**config.mk**
```make
export PLATFORM = sky130hd
export DESIGN_NAME = field_sensor_conditioner_unit
export DESIGN_NICKNAME = d
export VERILOG_FILES = /design/src/rtl/fsc_pkg.sv /design/src/rtl/fsc_cfg_regs.sv /design/src/rtl/fsc_channel.sv /design/src/rtl/field_sensor_conditioner_unit.sv
export SDC_FILE = /design/constraint.sdc
export NUM_CORES = 1
export LEC_CHECK = 0
export BUFFER_PORTS_ARGS = -buffer_cell sky130_fd_sc_hd__buf_2
export CAP_MARGIN = 10
export CORE_UTILIZATION = 40
export CTS_CLUSTER_DIAMETER = 200
export CTS_CLUSTER_SIZE = 40
export DETAILED_ROUTE_END_ITERATION = 7
export HOLD_SLACK_MARGIN = 0.06
export SYNTH_ARGS = -nofsm -noshare
export SYNTH_HDL_FRONTEND = slang
export SYNTH_SLANG_ARGS = --single-unit
```
**constraint.sdc**
```tcl
create_clock -name clk -period 15.1 [get_ports clk]
set_clock_uncertainty 0.2 [all_clocks]
set_input_delay 3.02 -clock clk [delete_from_list [all_inputs] [get_ports clk]]
set_output_delay 3.02 -clock clk [all_outputs]
set_load 0.05 [all_outputs]
```
**src/rtl/fsc_pkg.sv**
```systemverilog
// ----------------------------------------------------------------------------
// fsc_pkg
// shared types and constants for the field sensor conditioner
// ----------------------------------------------------------------------------
package fsc_pkg;

  // configuration registers and result fields are fixed at 12 bits
  localparam int REG_W    = 12;
  localparam int OUT_W    = 12;
  localparam int IDX_W    = 3;

  // register indexes
  localparam logic [IDX_W-1:0] REG_TRACK_ENTRY = 3'd0;
  localparam logic [IDX_W-1:0] REG_TRACK_EXIT  = 3'd1;
  localparam logic [IDX_W-1:0] REG_TRACK_START = 3'd2;
  localparam logic [IDX_W-1:0] REG_CROSS_ENTRY = 3'd3;
  localparam logic [IDX_W-1:0] REG_CROSS_EXIT  = 3'd4;
  localparam logic [IDX_W-1:0] REG_CROSS_START = 3'd5;

  // reset values
  localparam logic [REG_W-1:0] RST_TRACK_ENTRY = 12'd100;
  localparam logic [REG_W-1:0] RST_TRACK_EXIT  = 12'd50;
  localparam logic [REG_W-1:0] RST_TRACK_START = 12'd4095;
  localparam logic [REG_W-1:0] RST_CROSS_ENTRY = 12'd80;
  localparam logic [REG_W-1:0] RST_CROSS_EXIT  = 12'd40;
  localparam logic [REG_W-1:0] RST_CROSS_START = 12'd4095;

  // detection levels for one channel
  typedef struct packed {
    logic [REG_W-1:0] entry_level;
    logic [REG_W-1:0] exit_level;
    logic [REG_W-1:0] startup_min;
  } fsc_levels_t;

endpackage

```
**src/rtl/fsc_cfg_regs.sv**
```systemverilog
// ----------------------------------------------------------------------------
// fsc_cfg_regs
// configuration register file, write only
// ----------------------------------------------------------------------------
module fsc_cfg_regs (
  input  logic                        clk,
  input  logic                        rst_n,
  input  logic                        cfg_wr_en,
  input  logic [fsc_pkg::IDX_W-1:0]   cfg_index,
  input  logic [fsc_pkg::REG_W-1:0]   cfg_data,
  output fsc_pkg::fsc_levels_t        track_levels,
  output fsc_pkg::fsc_levels_t        cross_levels
);
  import fsc_pkg::*;

  fsc_levels_t track_r, cross_r;

  always_ff @(posedge clk) begin
    if (!rst_n) begin
      track_r.entry_level <= RST_TRACK_ENTRY;
      track_r.exit_level  <= RST_TRACK_EXIT;
      track_r.startup_min <= RST_TRACK_START;
      cross_r.entry_level <= RST_CROSS_ENTRY;
      cross_r.exit_level  <= RST_CROSS_EXIT;
      cross_r.startup_min <= RST_CROSS_START;
    end else if (cfg_wr_en) begin
      case (cfg_index)
        REG_TRACK_ENTRY: track_r.entry_level <= cfg_data;
        REG_TRACK_EXIT:  track_r.exit_level  <= cfg_data;
        REG_TRACK_START: track_r.startup_min <= cfg_data;
        REG_CROSS_ENTRY: cross_r.entry_level <= cfg_data;
        REG_CROSS_EXIT:  cross_r.exit_level  <= cfg_data;
        REG_CROSS_START: cross_r.startup_min <= cfg_data;
        default: ; // unknown index, ignored
      endcase
    end
  end

  assign track_levels = track_r;
  assign cross_levels = cross_r;

endmodule

```
**src/rtl/fsc_channel.sv**
```systemverilog
// ----------------------------------------------------------------------------
// fsc_channel
// one channel: smoothing filter, tracking baseline and hysteresis detect
// ----------------------------------------------------------------------------
module fsc_channel #(
  parameter int ADC_BITS = 12
) (
  input  logic                  clk,
  input  logic                  rst_n,
  input  logic                  accept,
  input  logic                  fast_track,
  input  logic [ADC_BITS-1:0]   sample,
  input  fsc_pkg::fsc_levels_t  levels,
  output logic [ADC_BITS-1:0]   smoothed_nxt,
  output logic [ADC_BITS-1:0]   strength,
  output logic                  present_nxt
);
  import fsc_pkg::*;

  localparam int CW = (ADC_BITS > REG_W) ? ADC_BITS : REG_W;

  logic [ADC_BITS-1:0] smoothed_r, baseline_r, baseline_nxt;
  logic                present_r;

  logic [ADC_BITS+1:0] smooth_sum;
  logic [ADC_BITS+3:0] base_ext, smooth_ext, fast_sum, slow_sum;
  logic [ADC_BITS-1:0] base_blend, strength_pre;
  logic                present_pre;

  function automatic logic [ADC_BITS-1:0] abs_diff(input logic [ADC_BITS-1:0] a,
                                                   input logic [ADC_BITS-1:0] b);
    abs_diff = (a >= b) ? (a - b) : (b - a);
  endfunction

  function automatic logic decide(input logic was, input logic [ADC_BITS-1:0] st,
                                  input logic [ADC_BITS-1:0] sm, input fsc_levels_t lv);
    logic [CW-1:0] st_x, sm_x, en_x, ex_x, su_x;
    st_x = CW'(st);
    sm_x = CW'(sm);
    en_x = CW'(lv.entry_level);
    ex_x = CW'(lv.exit_level);
    su_x = CW'(lv.startup_min);
    if (was) decide = (st_x >= ex_x);
    else     decide = (st_x >= en_x) || (sm_x >= su_x);
  endfunction

  // (3*old + sample) / 4
  assign smooth_sum   = {smoothed_r, 1'b0} + {2'b00, smoothed_r} + {2'b00, sample};
  assign smoothed_nxt = smooth_sum[ADC_BITS+1:2];

  assign strength_pre = abs_diff(smoothed_nxt, baseline_r);
  assign present_pre  = decide(present_r, strength_pre, smoothed_nxt, levels);

  // (7*b + s) / 8 while settling, (15*b + s) / 16 after
  assign base_ext   = {4'b0000, baseline_r};
  assign smooth_ext = {4'b0000, smoothed_nxt};
  assign fast_sum   = (base_ext << 3) - base_ext + smooth_ext;
  assign slow_sum   = (base_ext << 4) - base_ext + smooth_ext;
  assign base_blend = fast_track ? fast_sum[ADC_BITS+2:3] : slow_sum[ADC_BITS+3:4];

  assign baseline_nxt = present_pre ? baseline_r : base_blend;
  assign strength     = abs_diff(smoothed_nxt, baseline_nxt);
  assign present_nxt  = decide(present_r, strength, smoothed_nxt, levels);

  always_ff @(posedge clk) begin
    if (!rst_n) begin
      smoothed_r <= '0;
      baseline_r <= '0;
      present_r  <= 1'b0;
    end else if (accept) begin
      smoothed_r <= smoothed_nxt;
      baseline_r <= baseline_nxt;
      present_r  <= present_nxt;
    end
  end

endmodule

```
**src/rtl/field_sensor_conditioner_unit.sv**
```systemverilog
// ----------------------------------------------------------------------------
// field_sensor_conditioner_unit
// three channel field detector conditioning with hysteresis presence flags
// ----------------------------------------------------------------------------
// usage
//   input beat: one triple of adc samples (left, right, intersection), taken
//   when in_valid is high and in_stall is low
//   output beat: smoothed value, strength and present flag for each channel,
//   taken when out_valid is high and out_stall is low
//   out_valid is registered and is set in the cycle after the accepted input beat
//   throughput: one beat per cycle while in_stall is low; the channel state updates and the
//   result register loads in the same cycle as the input beat is taken
//   the result register parts the two sides: a new beat is taken while the
//   held result is being taken in the same cycle
//   when the receiver stalls a full result register, in_stall is raised and
//   the result holds unchanged
//   reset (rst_n low, synchronous) clears filters, baselines, flags and the
//   settle counter and restores the configuration registers to their defaults
//   configuration writes are single cycle on cfg_wr_en, index beyond the
//   register list is ignored; write only while no beat is in flight
// ----------------------------------------------------------------------------
module field_sensor_conditioner_unit #(
  parameter int ADC_BITS       = 12,
  parameter int SETTLE_SAMPLES = 16
) (
  input  logic                       clk,
  input  logic                       rst_n,
  // configuration
  input  logic                       cfg_wr_en,
  input  logic [fsc_pkg::IDX_W-1:0]  cfg_index,
  input  logic [fsc_pkg::REG_W-1:0]  cfg_data,
  // input channel
  input  logic                       in_valid,
  output logic                       in_stall,
  input  logic [ADC_BITS-1:0]        in_left_sample,
  input  logic [ADC_BITS-1:0]        in_right_sample,
  input  logic [ADC_BITS-1:0]        in_cross_sample,
  // result channel
  output logic                       out_valid,
  input  logic                       out_stall,
  output logic [fsc_pkg::OUT_W-1:0]  out_left_smoothed,
  output logic [fsc_pkg::OUT_W-1:0]  out_left_strength,
  output logic                       out_left_present,
  output logic [fsc_pkg::OUT_W-1:0]  out_right_smoothed,
  output logic [fsc_pkg::OUT_W-1:0]  out_right_strength,
  output logic                       out_right_present,
  output logic [fsc_pkg::OUT_W-1:0]  out_cross_smoothed,
  output logic [fsc_pkg::OUT_W-1:0]  out_cross_strength,
  output logic                       out_cross_present
);
  import fsc_pkg::*;

  localparam int CNT_W = $clog2(SETTLE_SAMPLES + 1);
  localparam logic [CNT_W-1:0] SETTLE_CNT = CNT_W'(SETTLE_SAMPLES);

  fsc_levels_t track_levels, cross_levels;

  logic               in_accept;
  logic               fast_track;
  logic [CNT_W-1:0]   count_r;
  logic               out_valid_r, out_valid_nxt;

  logic [ADC_BITS-1:0] l_smooth, l_str, r_smooth, r_str, x_smooth, x_str;
  logic                l_pres, r_pres, x_pres;

  // result register payload
  logic [OUT_W-1:0] l_smooth_r, l_str_r, r_smooth_r, r_str_r, x_smooth_r, x_str_r;
  logic             l_pres_r, r_pres_r, x_pres_r;

  // stall only when the held result cannot leave this cycle
  assign in_stall  = out_valid_r && out_stall;
  assign in_accept = in_valid && !in_stall;

  // fast baseline tracking until the settle count is reached
  assign fast_track = (count_r < SETTLE_CNT);

  always_ff @(posedge clk) begin
    if (!rst_n) begin
      count_r <= '0;
    end else if (in_accept && fast_track) begin
      count_r <= count_r + 1'b1;
    end
  end

  fsc_cfg_regs u_cfg (
    .clk          (clk),
    .rst_n        (rst_n),
    .cfg_wr_en    (cfg_wr_en),
    .cfg_index    (cfg_index),
    .cfg_data     (cfg_data),
    .track_levels (track_levels),
    .cross_levels (cross_levels)
  );

  // left and right share the track levels, intersection has its own
  fsc_channel #(.ADC_BITS(ADC_BITS)) u_left (
    .clk          (clk),
    .rst_n        (rst_n),
    .accept       (in_accept),
    .fast_track   (fast_track),
    .sample       (in_left_sample),
    .levels       (track_levels),
    .smoothed_nxt (l_smooth),
    .strength     (l_str),
    .present_nxt  (l_pres)
  );

  fsc_channel #(.ADC_BITS(ADC_BITS)) u_right (
    .clk          (clk),
    .rst_n        (rst_n),
    .accept       (in_accept),
    .fast_track   (fast_track),
    .sample       (in_right_sample),
    .levels       (track_levels),
    .smoothed_nxt (r_smooth),
    .strength     (r_str),
    .present_nxt  (r_pres)
  );

  fsc_channel #(.ADC_BITS(ADC_BITS)) u_cross (
    .clk          (clk),
    .rst_n        (rst_n),
    .accept       (in_accept),
    .fast_track   (fast_track),
    .sample       (in_cross_sample),
    .levels       (cross_levels),
    .smoothed_nxt (x_smooth),
    .strength     (x_str),
    .present_nxt  (x_pres)
  );

  // result register valid
  always_comb begin
    if (in_accept)       out_valid_nxt = 1'b1;
    else if (!out_stall) out_valid_nxt = 1'b0;
    else                 out_valid_nxt = out_valid_r;
  end

  always_ff @(posedge clk) begin
    if (!rst_n) begin
      out_valid_r <= 1'b0;
    end else begin
      out_valid_r <= out_valid_nxt;
    end
  end

  // payload, loaded on every accepted beat; results keep the low 12 bits
  always_ff @(posedge clk) begin
    if (in_accept) begin
      l_smooth_r <= OUT_W'(l_smooth);
      l_str_r    <= OUT_W'(l_str);
      l_pres_r   <= l_pres;
      r_smooth_r <= OUT_W'(r_smooth);
      r_str_r    <= OUT_W'(r_str);
      r_pres_r   <= r_pres;
      x_smooth_r <= OUT_W'(x_smooth);
      x_str_r    <= OUT_W'(x_str);
      x_pres_r   <= x_pres;
    end
  end

  assign out_valid          = out_valid_r;
  assign out_left_smoothed  = l_smooth_r;
  assign out_left_strength  = l_str_r;
  assign out_left_present   = l_pres_r;
  assign out_right_smoothed = r_smooth_r;
  assign out_right_strength = r_str_r;
  assign out_right_present  = r_pres_r;
  assign out_cross_smoothed = x_smooth_r;
  assign out_cross_strength = x_str_r;
  assign out_cross_present  = x_pres_r;

endmodule

```
==> impl_metrics.tcl, run 1 <==
set metrics [dict create \
    drv_cap 0 \
    max_stage_delay_ps 560 \
    slew_headroom_pct 22.7 \
    synth_cell_types 92 \
    cts_max_level 1 \
    ys_seq_elements 228 \
    drt-total-wl_mm 74.7 \
    crit_slowest_cell "fa_1" \
    period_minus_slack_ps 14350 \
    grt-ovfl-total 0 \
    final_common_cell "ha_1" \
    ys_seq_area_share_pct 21.8 \
    syn_inst 2760 \
    die_area_um2 61900 \
    ant_nets 0 \
    avgViaCountPerCell 5.65 \
    setup_viol 0 \
    drt_iter0_drc 1632 \
    drt_pass1_iterations 8 \
    cp.required_ps 15180 \
    synth_area_per_cell_um2 8.83 \
    min_period_over_period_pct 95.0 \
    root_buffer "clkbuf_16" \
    yosysTopAreaCellShare_pct 21.6 \
    cpMostUsedCell "o21ai_0" \
    hpwl_mm 59.9 \
    ys.flop_type "dfxtp_1" \
    top_level_ports 133 \
    worstPathMaxFanout 15 \
    track_usage_pct 23.7 \
    worst_slack_ps 752 \
    clockBufferDepth 3 \
    async_reset_ff_share_pct 0 \
    synth_area_leader_cell "ha_1" \
    cts.sinks 228 \
    worst_pin_slew_ps 1160 \
    crit_type "input port to flip-flop" \
    synth.area.top_cells "ha_1 (22%), dfxtp_1 (13%), edfxtp_1 (9.2%), fa_1 (8.4%), nand2_1 (4.8%)" \
    cp.arrival_ps 14430 \
    wl_per_cell_um 20.4 \
    grt_max_degree 108 \
    initial_core_util_pct 40.5 \
    gp_congestion 0.952 \
    nets 3459 \
    mostFrequentLayoutCells "ha_1 (421), nand2_1 (309), inv_1 (242)" \
    drc_errors 0 \
    area_growth_syn_to_layout_pct 8.33 \
    ys_warn_count 0 \
    cts_tree "done" \
    hold_violations 0 \
    path_clk_slew_ps 160 \
    cp_top_family "compound AO/OA/AOI/OAI gates" \
    die_w_um 249 \
    fmax_mhz 69.7 \
    outcome "finished, final reports clean" \
    cts_buffers 9 \
    clk_latency_ps 540 \
    dr_total_vias 20700 \
    start_kind "input port" \
    fin_tns_setup_ps 0 \
    path_buf_inv 3 \
    antenna_found_initial 3 \
    synth_nets 3339 \
    layout-drive-gt1-share_pct 9.09 \
    fillers 5853 \
    die_y_um 249 \
    syn-cell-area_um2 24400 \
    utilization_pct 43.8 \
    grt_pass1_wl_mm 116 \
    rows 90 \
    cp-end-kind "flip-flop" \
    synth_edf_count 75 \
    min_path_type "flip-flop to flip-flop" \
    slew_violations 0 \
    grt_pass1_vias 20000 \
    place_ws_ps -389 \
    core_area_um2 60200 \
    portBuffers 132 \
]
routing by layer:
layer	GRT usage [%]	share of wire, %	vias up	routed length, um
li1	-	-	10000	-
met1	34.9	49	10000	36400
met2	36.7	43	553	32400
met3	2.34	5.7	86	4260
met4	5.84	2.2	0	1630
met5	0	0	-	0
area by class of cell:
cell class,instances,area (um2),area share (%)
multi-input combinational,2204,17800,67.4
sequential,228,5320,20.1
timing repair buffer,193,1130,4.29
tap,782,978,3.70
inverter,244,921,3.49
clock buffer,12,236,0.895
clock inverter,1,16.3,0.0616
antenna,1,2.50,0.00947
final timing paths:
path / slack, ps / endpoint / cells after the start / startpoint
min: 280 / u_left.baseline_r[11] / 2 / u_left.baseline_r[11]
max: 750 / out_cross_present / 49 / in_cross_sample[2]
min reg2reg: 280 / u_left.baseline_r[11] / 2 / u_left.baseline_r[11]
max reg2reg: 3020 / out_cross_present / 48 / u_cross.smoothed_r[1]
cells by family (layout without fill, tap and decap cells):
group	count (synthesis)	after routing	synth area share, %
XOR/XNOR	132	132	4.74
flip-flops	228	228	21.8
multiplexers	71	71	2.98
adder cells (fa/ha/maj)	523	523	30.0
buffers and inverters	328	450	5.42
other	0	1	0
AO/OA/AOI/OAI	753	753	21.2
AND/OR/NAND/NOR	725	725	13.9
synth_stat cells, types with 6 or more instances:
cell,n
nor2_1,135
ha_1,421
nand3b_1,6
inv_1,243
and2_1,27
o21bai_1,18
a21o_1,123
nand2b_1,34
a21oi_1,148
xor2_1,39
nand3_1,48
o211ai_1,46
a211o_1,20
nand4_1,30
mux2_2,13
o31ai_1,9
a221oi_1,7
a31o_2,6
edfxtp_1,75
or2_2,6
o21a_1,29
a2111oi_0,7
xnor2_1,93
or3_1,14
buf_1,6
o21ai_0,120
dfxtp_1,153
a31oi_1,30
mux2i_1,58
o2111ai_1,8
nor2b_1,30
clkbuf_1,64
and3_1,9
o211a_1,13
a21boi_0,88
a211oi_1,26
nand2_1,310
nor3_1,45
nor3b_1,7
fa_1,102
worst reg2reg max path, delay by kind of cell (launching register included):
kind	cells	cell delay, ps
AOI/OAI and AO/OA	28	5900
adders and majority gates	6	2290
and+or+nand+nor	9	1770
muxes	2	790
DFF	1	370
xor gates and xnor gates	1	360
buffers and inverters	2	150
stage by stage:
step	std cells	hold WS, ps	cell area [um2]
after floorplan	2760	238	24400
after global placement	3649	249	26100
after detailed placement	3649	261	26100
after CTS	3662	282	26300
after global routing	3664	306	26400
final	3665	277	26400
timing repair:
item	in CTS	in global routing
setup buffers	0	2
hold buffers	0	0
resized for setup	0	11
setup endpoints to repair	0	2
Power of run 1 is not shown: default switching activity piles up to over one toggle a cycle in this logic, so the estimate is an artifact.
==> inputs of run 2 (changes only) <==
--- a/config.mk
+++ b/config.mk
@@ -7,7 +7,7 @@
 export LEC_CHECK = 0
 export BUFFER_PORTS_ARGS = -buffer_cell sky130_fd_sc_hd__buf_2
 export CAP_MARGIN = 10
-export CORE_UTILIZATION = 40
+export CORE_UTILIZATION = 25
 export CTS_CLUSTER_DIAMETER = 200
 export CTS_CLUSTER_SIZE = 40
 export DETAILED_ROUTE_END_ITERATION = 7
==> run 2 against run 1 <==
Against the previous run: die area up 59%; critical path depth down 2; utilization down 16 points; sequential share of layout area down 0.44 points; cell area up 2.2%; via count down 1.6%; critical path type unchanged; critical endpoint unchanged; largest cell class unchanged.
==> impl_metrics.tcl, run 2 (synthesized netlist as in run 1, its figures left out) <==
set metrics [dict create \
    grt_pass1_wl_mm 116 \
    root_buffer "clkbuf_16" \
    cp_top_family "compound AO/OA/AOI/OAI gates" \
    place_ws_ps 65.7 \
    min_path_type "flip-flop to flip-flop" \
    worstPathMaxFanout 15 \
    cts_tree "done" \
    crit_type "input port to flip-flop" \
    top_level_ports 133 \
    grt-ovfl-total 0 \
    cts.sinks 228 \
    rsz0062_at_grt "no" \
    cts_buffers 9 \
    core_area_um2 96700 \
    period_minus_slack_ps 14220 \
    r2r-end "out_cross_present" \
    track_usage_pct 15.0 \
    worst_pin_slew_ps 1010 \
    slew_violations 0 \
    portBuffers 132 \
    worst_slack_ps 882 \
    clk_latency_ps 540 \
    antenna_cells 0 \
    multiInputGateArea_um2 17800 \
    slew_headroom_pct 32.4 \
    grt_pass1_vias 19400 \
    hold_violations 0 \
    antenna_found_initial 2 \
    fmax_mhz 70.3 \
    drt-total-wl_mm 75.3 \
    drv_cap 0 \
    avgViaCountPerCell 4.89 \
    holdCritStartpoint "u_cfg.track_levels[14]" \
    nets 3461 \
    path_clk_slew_ps 150 \
    die_y_um 314 \
    path_buf_inv 2 \
    utilization_pct 27.9 \
    drt_iter0_drc 1401 \
    max_stage_delay_ps 570 \
    mostFrequentLayoutCells "ha_1 (421), nand2_1 (309), inv_1 (242)" \
    hpwl_mm 60.5 \
    grt_max_degree 86 \
    initial_core_util_pct 25.2 \
    ant_nets 0 \
    hold_depth 2 \
    min_period_over_period_pct 94.2 \
    regArea_um2 5320 \
    drc_errors 0 \
    cp-end-kind "flip-flop" \
    rows 114 \
    dr_total_vias 20400 \
    r2r-start "u_cross.smoothed_r[1]" \
    layout-drive-gt1-share_pct 9.02 \
    cp.arrival_ps 14310 \
    area_growth_syn_to_layout_pct 10.8 \
    cp.required_ps 15200 \
    r2r_slack_ps 3100 \
    cts_setup_buffers 0 \
    wl_per_cell_um 18.1 \
    fin_tns_setup_ps 0 \
    final_common_cell "ha_1" \
    drt_pass1_iterations 5 \
    die_w_um 314 \
    setup_viol 0 \
    r2r_cells 46 \
    hold_end "u_cfg.track_levels[14]" \
    gp_congestion 0.898 \
    fillers 10400 \
    die_area_um2 98800 \
    crit_slowest_cell "fa_1" \
    clockBufferDepth 3 \
    cts_max_level 1 \
    outcome "finished, final reports clean" \
    start_kind "input port" \
    hold_buffers 0 \
]
[run 2: layer usage]
layer | track usage (%) | vias to the layer above | wire (um)
met1 | 22.2 | 9767 | 37400
met2 | 23.2 | 488 | 32600
met3 | 1.11 | 65 | 3620
met4 | 3.78 | 4 | 1630
li1 | - | 10000 | -
met5 | 0 | - | 27
[run 2: what timing repair did]
action,4_1_cts,5_1_grt
setup endpoints to repair,0,2
hold endpoints to repair,0,0
gates resized for setup,0,3
[run 2: cell type report]
type | instances | share of cell area (%)
clock buffers | 11 | 0.862
multi-input cells | 2204 | 65.8
repair buffers | 195 | 4.21
well taps | 1276 | 5.91
clock inverters | 2 | 0.144
inverters | 244 | 3.41
flip-flops and latches | 228 | 19.7
[run 2: per-stage QoR]
| step | hold slack, ps | area, um2 | std cells |
|---|---|---|---|
| 2_1_floorplan | 238 | 24400 | 2760 |
| 3_3_place_gp | 246 | 26700 | 4147 |
| 3_5_place_dp | 258 | 26700 | 4147 |
| 4_1_cts | 278 | 27000 | 4160 |
| 5_1_grt | 299 | 27000 | 4160 |
| 6_report | 275 | 27000 | 4160 |
[run 2: worst reg2reg max path, delay by kind of cell, from the launching register on]
kind / cells / cell delay, ps
multiplexers: 3 / 970
AND/OR/NAND/NOR: 8 / 1610
flip-flops: 1 / 410
adder cells (fa/ha/maj): 6 / 2360
XOR/XNOR: 1 / 380
buffers and inverters: 2 / 120
AO/OA/AOI/OAI: 26 / 5760
[run 2: worst max-delay path by stage]
stage                                   from                 to  slack [ps]  cells past startpoint
after floorplan           in_right_sample[1]  out_right_present        1460                     51
after global placement    in_cross_sample[2]  out_cross_present          30                     47
after detailed placement  in_cross_sample[1]  out_cross_present          70                     47
after CTS                 in_cross_sample[1]  out_cross_present         580                     47
after global routing      in_cross_sample[2]  out_cross_present          80                     49
final                     in_cross_sample[1]  out_cross_present         880                     47
Power of run 2 is left out for the same reason.
==> inputs of run 3 (changes only) <==
--- a/config.mk
+++ b/config.mk
@@ -5,6 +5,7 @@
 export SDC_FILE = /design/constraint.sdc
 export NUM_CORES = 1
 export LEC_CHECK = 0
+export ABC_AREA = 1
 export BUFFER_PORTS_ARGS = -buffer_cell sky130_fd_sc_hd__buf_2
 export CAP_MARGIN = 10
 export CORE_UTILIZATION = 25
==> run 3 against run 2 <==
Against the previous run: synthesized area grew 5.7%; cell count grew 21%; via count grew 15%; cell area grew 5.1%; register-to-register slack gained 1000 ps; critical path depth grew 6; die area grew 5.7%; first-iteration DRC count grew 17%; maximum frequency grew 8.2%; critical endpoint is now out_left_present; highest routed layer is now met4.
==> impl_metrics.tcl, run 3 <==
set metrics [dict create \
    grt-ovfl-total 0 \
    grt_max_degree 75 \
    crit_slowest_cell "nand4_1" \
    synth_edf_count 75 \
    final_common_cell "nand2_1" \
    max_stage_delay_ps 630 \
    cts.sinks 228 \
    synthTopCellsByCount "nand2_1 (797), inv_1 (595), ha_1 (421)" \
    dr_total_vias 23500 \
    drv_cap 0 \
    synth_area_leader_cell "ha_1" \
    root_buffer "clkbuf_16" \
    cp.arrival_ps 13230 \
    start_kind "input port" \
    cts_tree "done" \
    synth_nets 4116 \
    timing.hold.ws_ps 282 \
    antenna_found_initial 4 \
    layout-drive-gt1-share_pct 6.85 \
    hpwl_mm 68.1 \
    drt-total-wl_mm 84.0 \
    track_usage_pct 16.0 \
    grt_pass1_vias 22300 \
    synth_area_per_cell_um2 7.29 \
    drt_pass1_iterations 8 \
    syn-cell-area_um2 25800 \
    cts_max_level 1 \
    grt_pass1_wl_mm 130 \
    cts_buffers 9 \
    cts_setup_buffers 0 \
    core_area_um2 102000 \
    rsz0062_at_grt "no" \
    hold_violations 0 \
    drc_errors 0 \
    cp-end-kind "flip-flop" \
    mostFrequentLayoutCells "nand2_1 (797), inv_1 (594), ha_1 (421)" \
    top_level_ports 133 \
    synth.area.top_cells "ha_1 (20%), dfxtp_1 (12%), nand2_1 (12%), edfxtp_1 (8.7%), inv_1 (8.7%)" \
    path_clk_slew_ps 160 \
    min_period_over_period_pct 87.0 \
    avgViaCountPerCell 4.69 \
    slew_headroom_pct 39.3 \
    ys_seq_area_share_pct 20.6 \
    die_area_um2 104000 \
    synth_cell_types 59 \
    syn_inst 3537 \
    crit_type "input port to flip-flop" \
    min_path_type "flip-flop to flip-flop" \
    fin_tns_setup_ps 0 \
    worstPathMaxFanout 18 \
    setup_viol 0 \
    cpMostUsedCell "nand2_1" \
    ys.flop_type "dfxtp_1" \
    initial_core_util_pct 25.3 \
    worst_pin_slew_ps 910 \
    outcome "finished, final reports clean" \
    clk_latency_ps 550 \
    clockBufferDepth 3 \
    ys_warn_count 0 \
    gp_congestion 0.951 \
    hold_buffers 0 \
    period_minus_slack_ps 13140 \
    cts_resized 0 \
    ant_nets 0 \
    slew_violations 0 \
    die_w_um 323 \
    die_y_um 323 \
    yosysTopAreaCellShare_pct 20.4 \
    area_growth_syn_to_layout_pct 10.1 \
    portBuffers 132 \
    fillers 11200 \
    cp.required_ps 15190 \
    async_reset_ff_share_pct 0 \
    utilization_pct 27.8 \
    fmax_mhz 76.1 \
    ys_seq_elements 228 \
    wl_per_cell_um 16.7 \
    yosysMostFrequentCell "nand2_1" \
    drt_iter0_drc 1640 \
    nets 4225 \
    rows 117 \
]
==> run 3: cell types whose count changed in the layout (fill, tap and decap cells not counted), moves of 48 or more <==
cell and delta:
o21ai_0 +98, mux2i_1 -53, inv_1 +352, a21boi_0 -86, xor2_1 +48, a21o_1 -112, a21oi_1 +195, xnor2_1 -64
nand3_1 +84, nand2_1 +488, nor2_1 +58
==> run 3: worst paths after layout <==
check,from,to,slack (ps),cells past startpoint
worst min-delay path,count_r[0],count_r[0],280,2
worst max register to register,u_left.smoothed_r[3],out_left_present,4130,52
worst min register to register,count_r[0],count_r[0],280,2
worst max-delay path,in_left_sample[4],out_left_present,1960,53
==> run 3: layout make-up <==
class	instances	area (um2)	area share (%)
multi-input combinational	2638	17900	63.1
sequential	228	5320	18.7
inverter	606	2270	8.02
tap	1368	1710	6.03
timing repair buffer	163	896	3.16
clock buffer	12	246	0.869
clock inverter	1	11.3	0.0397
antenna	1	2.50	0.00882
==> run 3: routing by layer <==
layer,track usage [%],share of wire [%],vias up
li1,-,-,11800
met1,22.6,48,10900
met2,25.6,44,642
met3,1.47,5.2,120
met4,5.07,3.1,0
met5,0,0,-
==> run 3: cells by family after synthesis <==
group                    synth area share, %
buffers and inverters                   9.94
AO/OA/AOI/OAI                           16.7
multiplexers                           0.238
flip-flops                              20.6
AND/OR/NAND/NOR                         20.0
XOR/XNOR                                4.13
adder cells (fa/ha/maj)                 28.4
==> run 3: worst max-delay path, delay by kind of cell <==
| family | cells | cell delay (ps) |
|---|---|---|
| fa+ha+maj | 6 | 2290 |
| simple gates | 23 | 2760 |
| compound gates | 13 | 2810 |
| xor+xnor | 2 | 880 |
| buf+inv | 9 | 1440 |
==> run 3: stage by stage <==
step | cells | setup slack (ps) | area, um2
floorplan | 3537 | 4130 | 25800
finish | 5017 | 1960 | 28400
global placement | 5003 | 1370 | 28100
detailed placement | 5003 | 1490 | 28100
global route | 5017 | 953 | 28400
CTS | 5016 | 2040 | 28400
Power of run 3 is left out for the same reason.
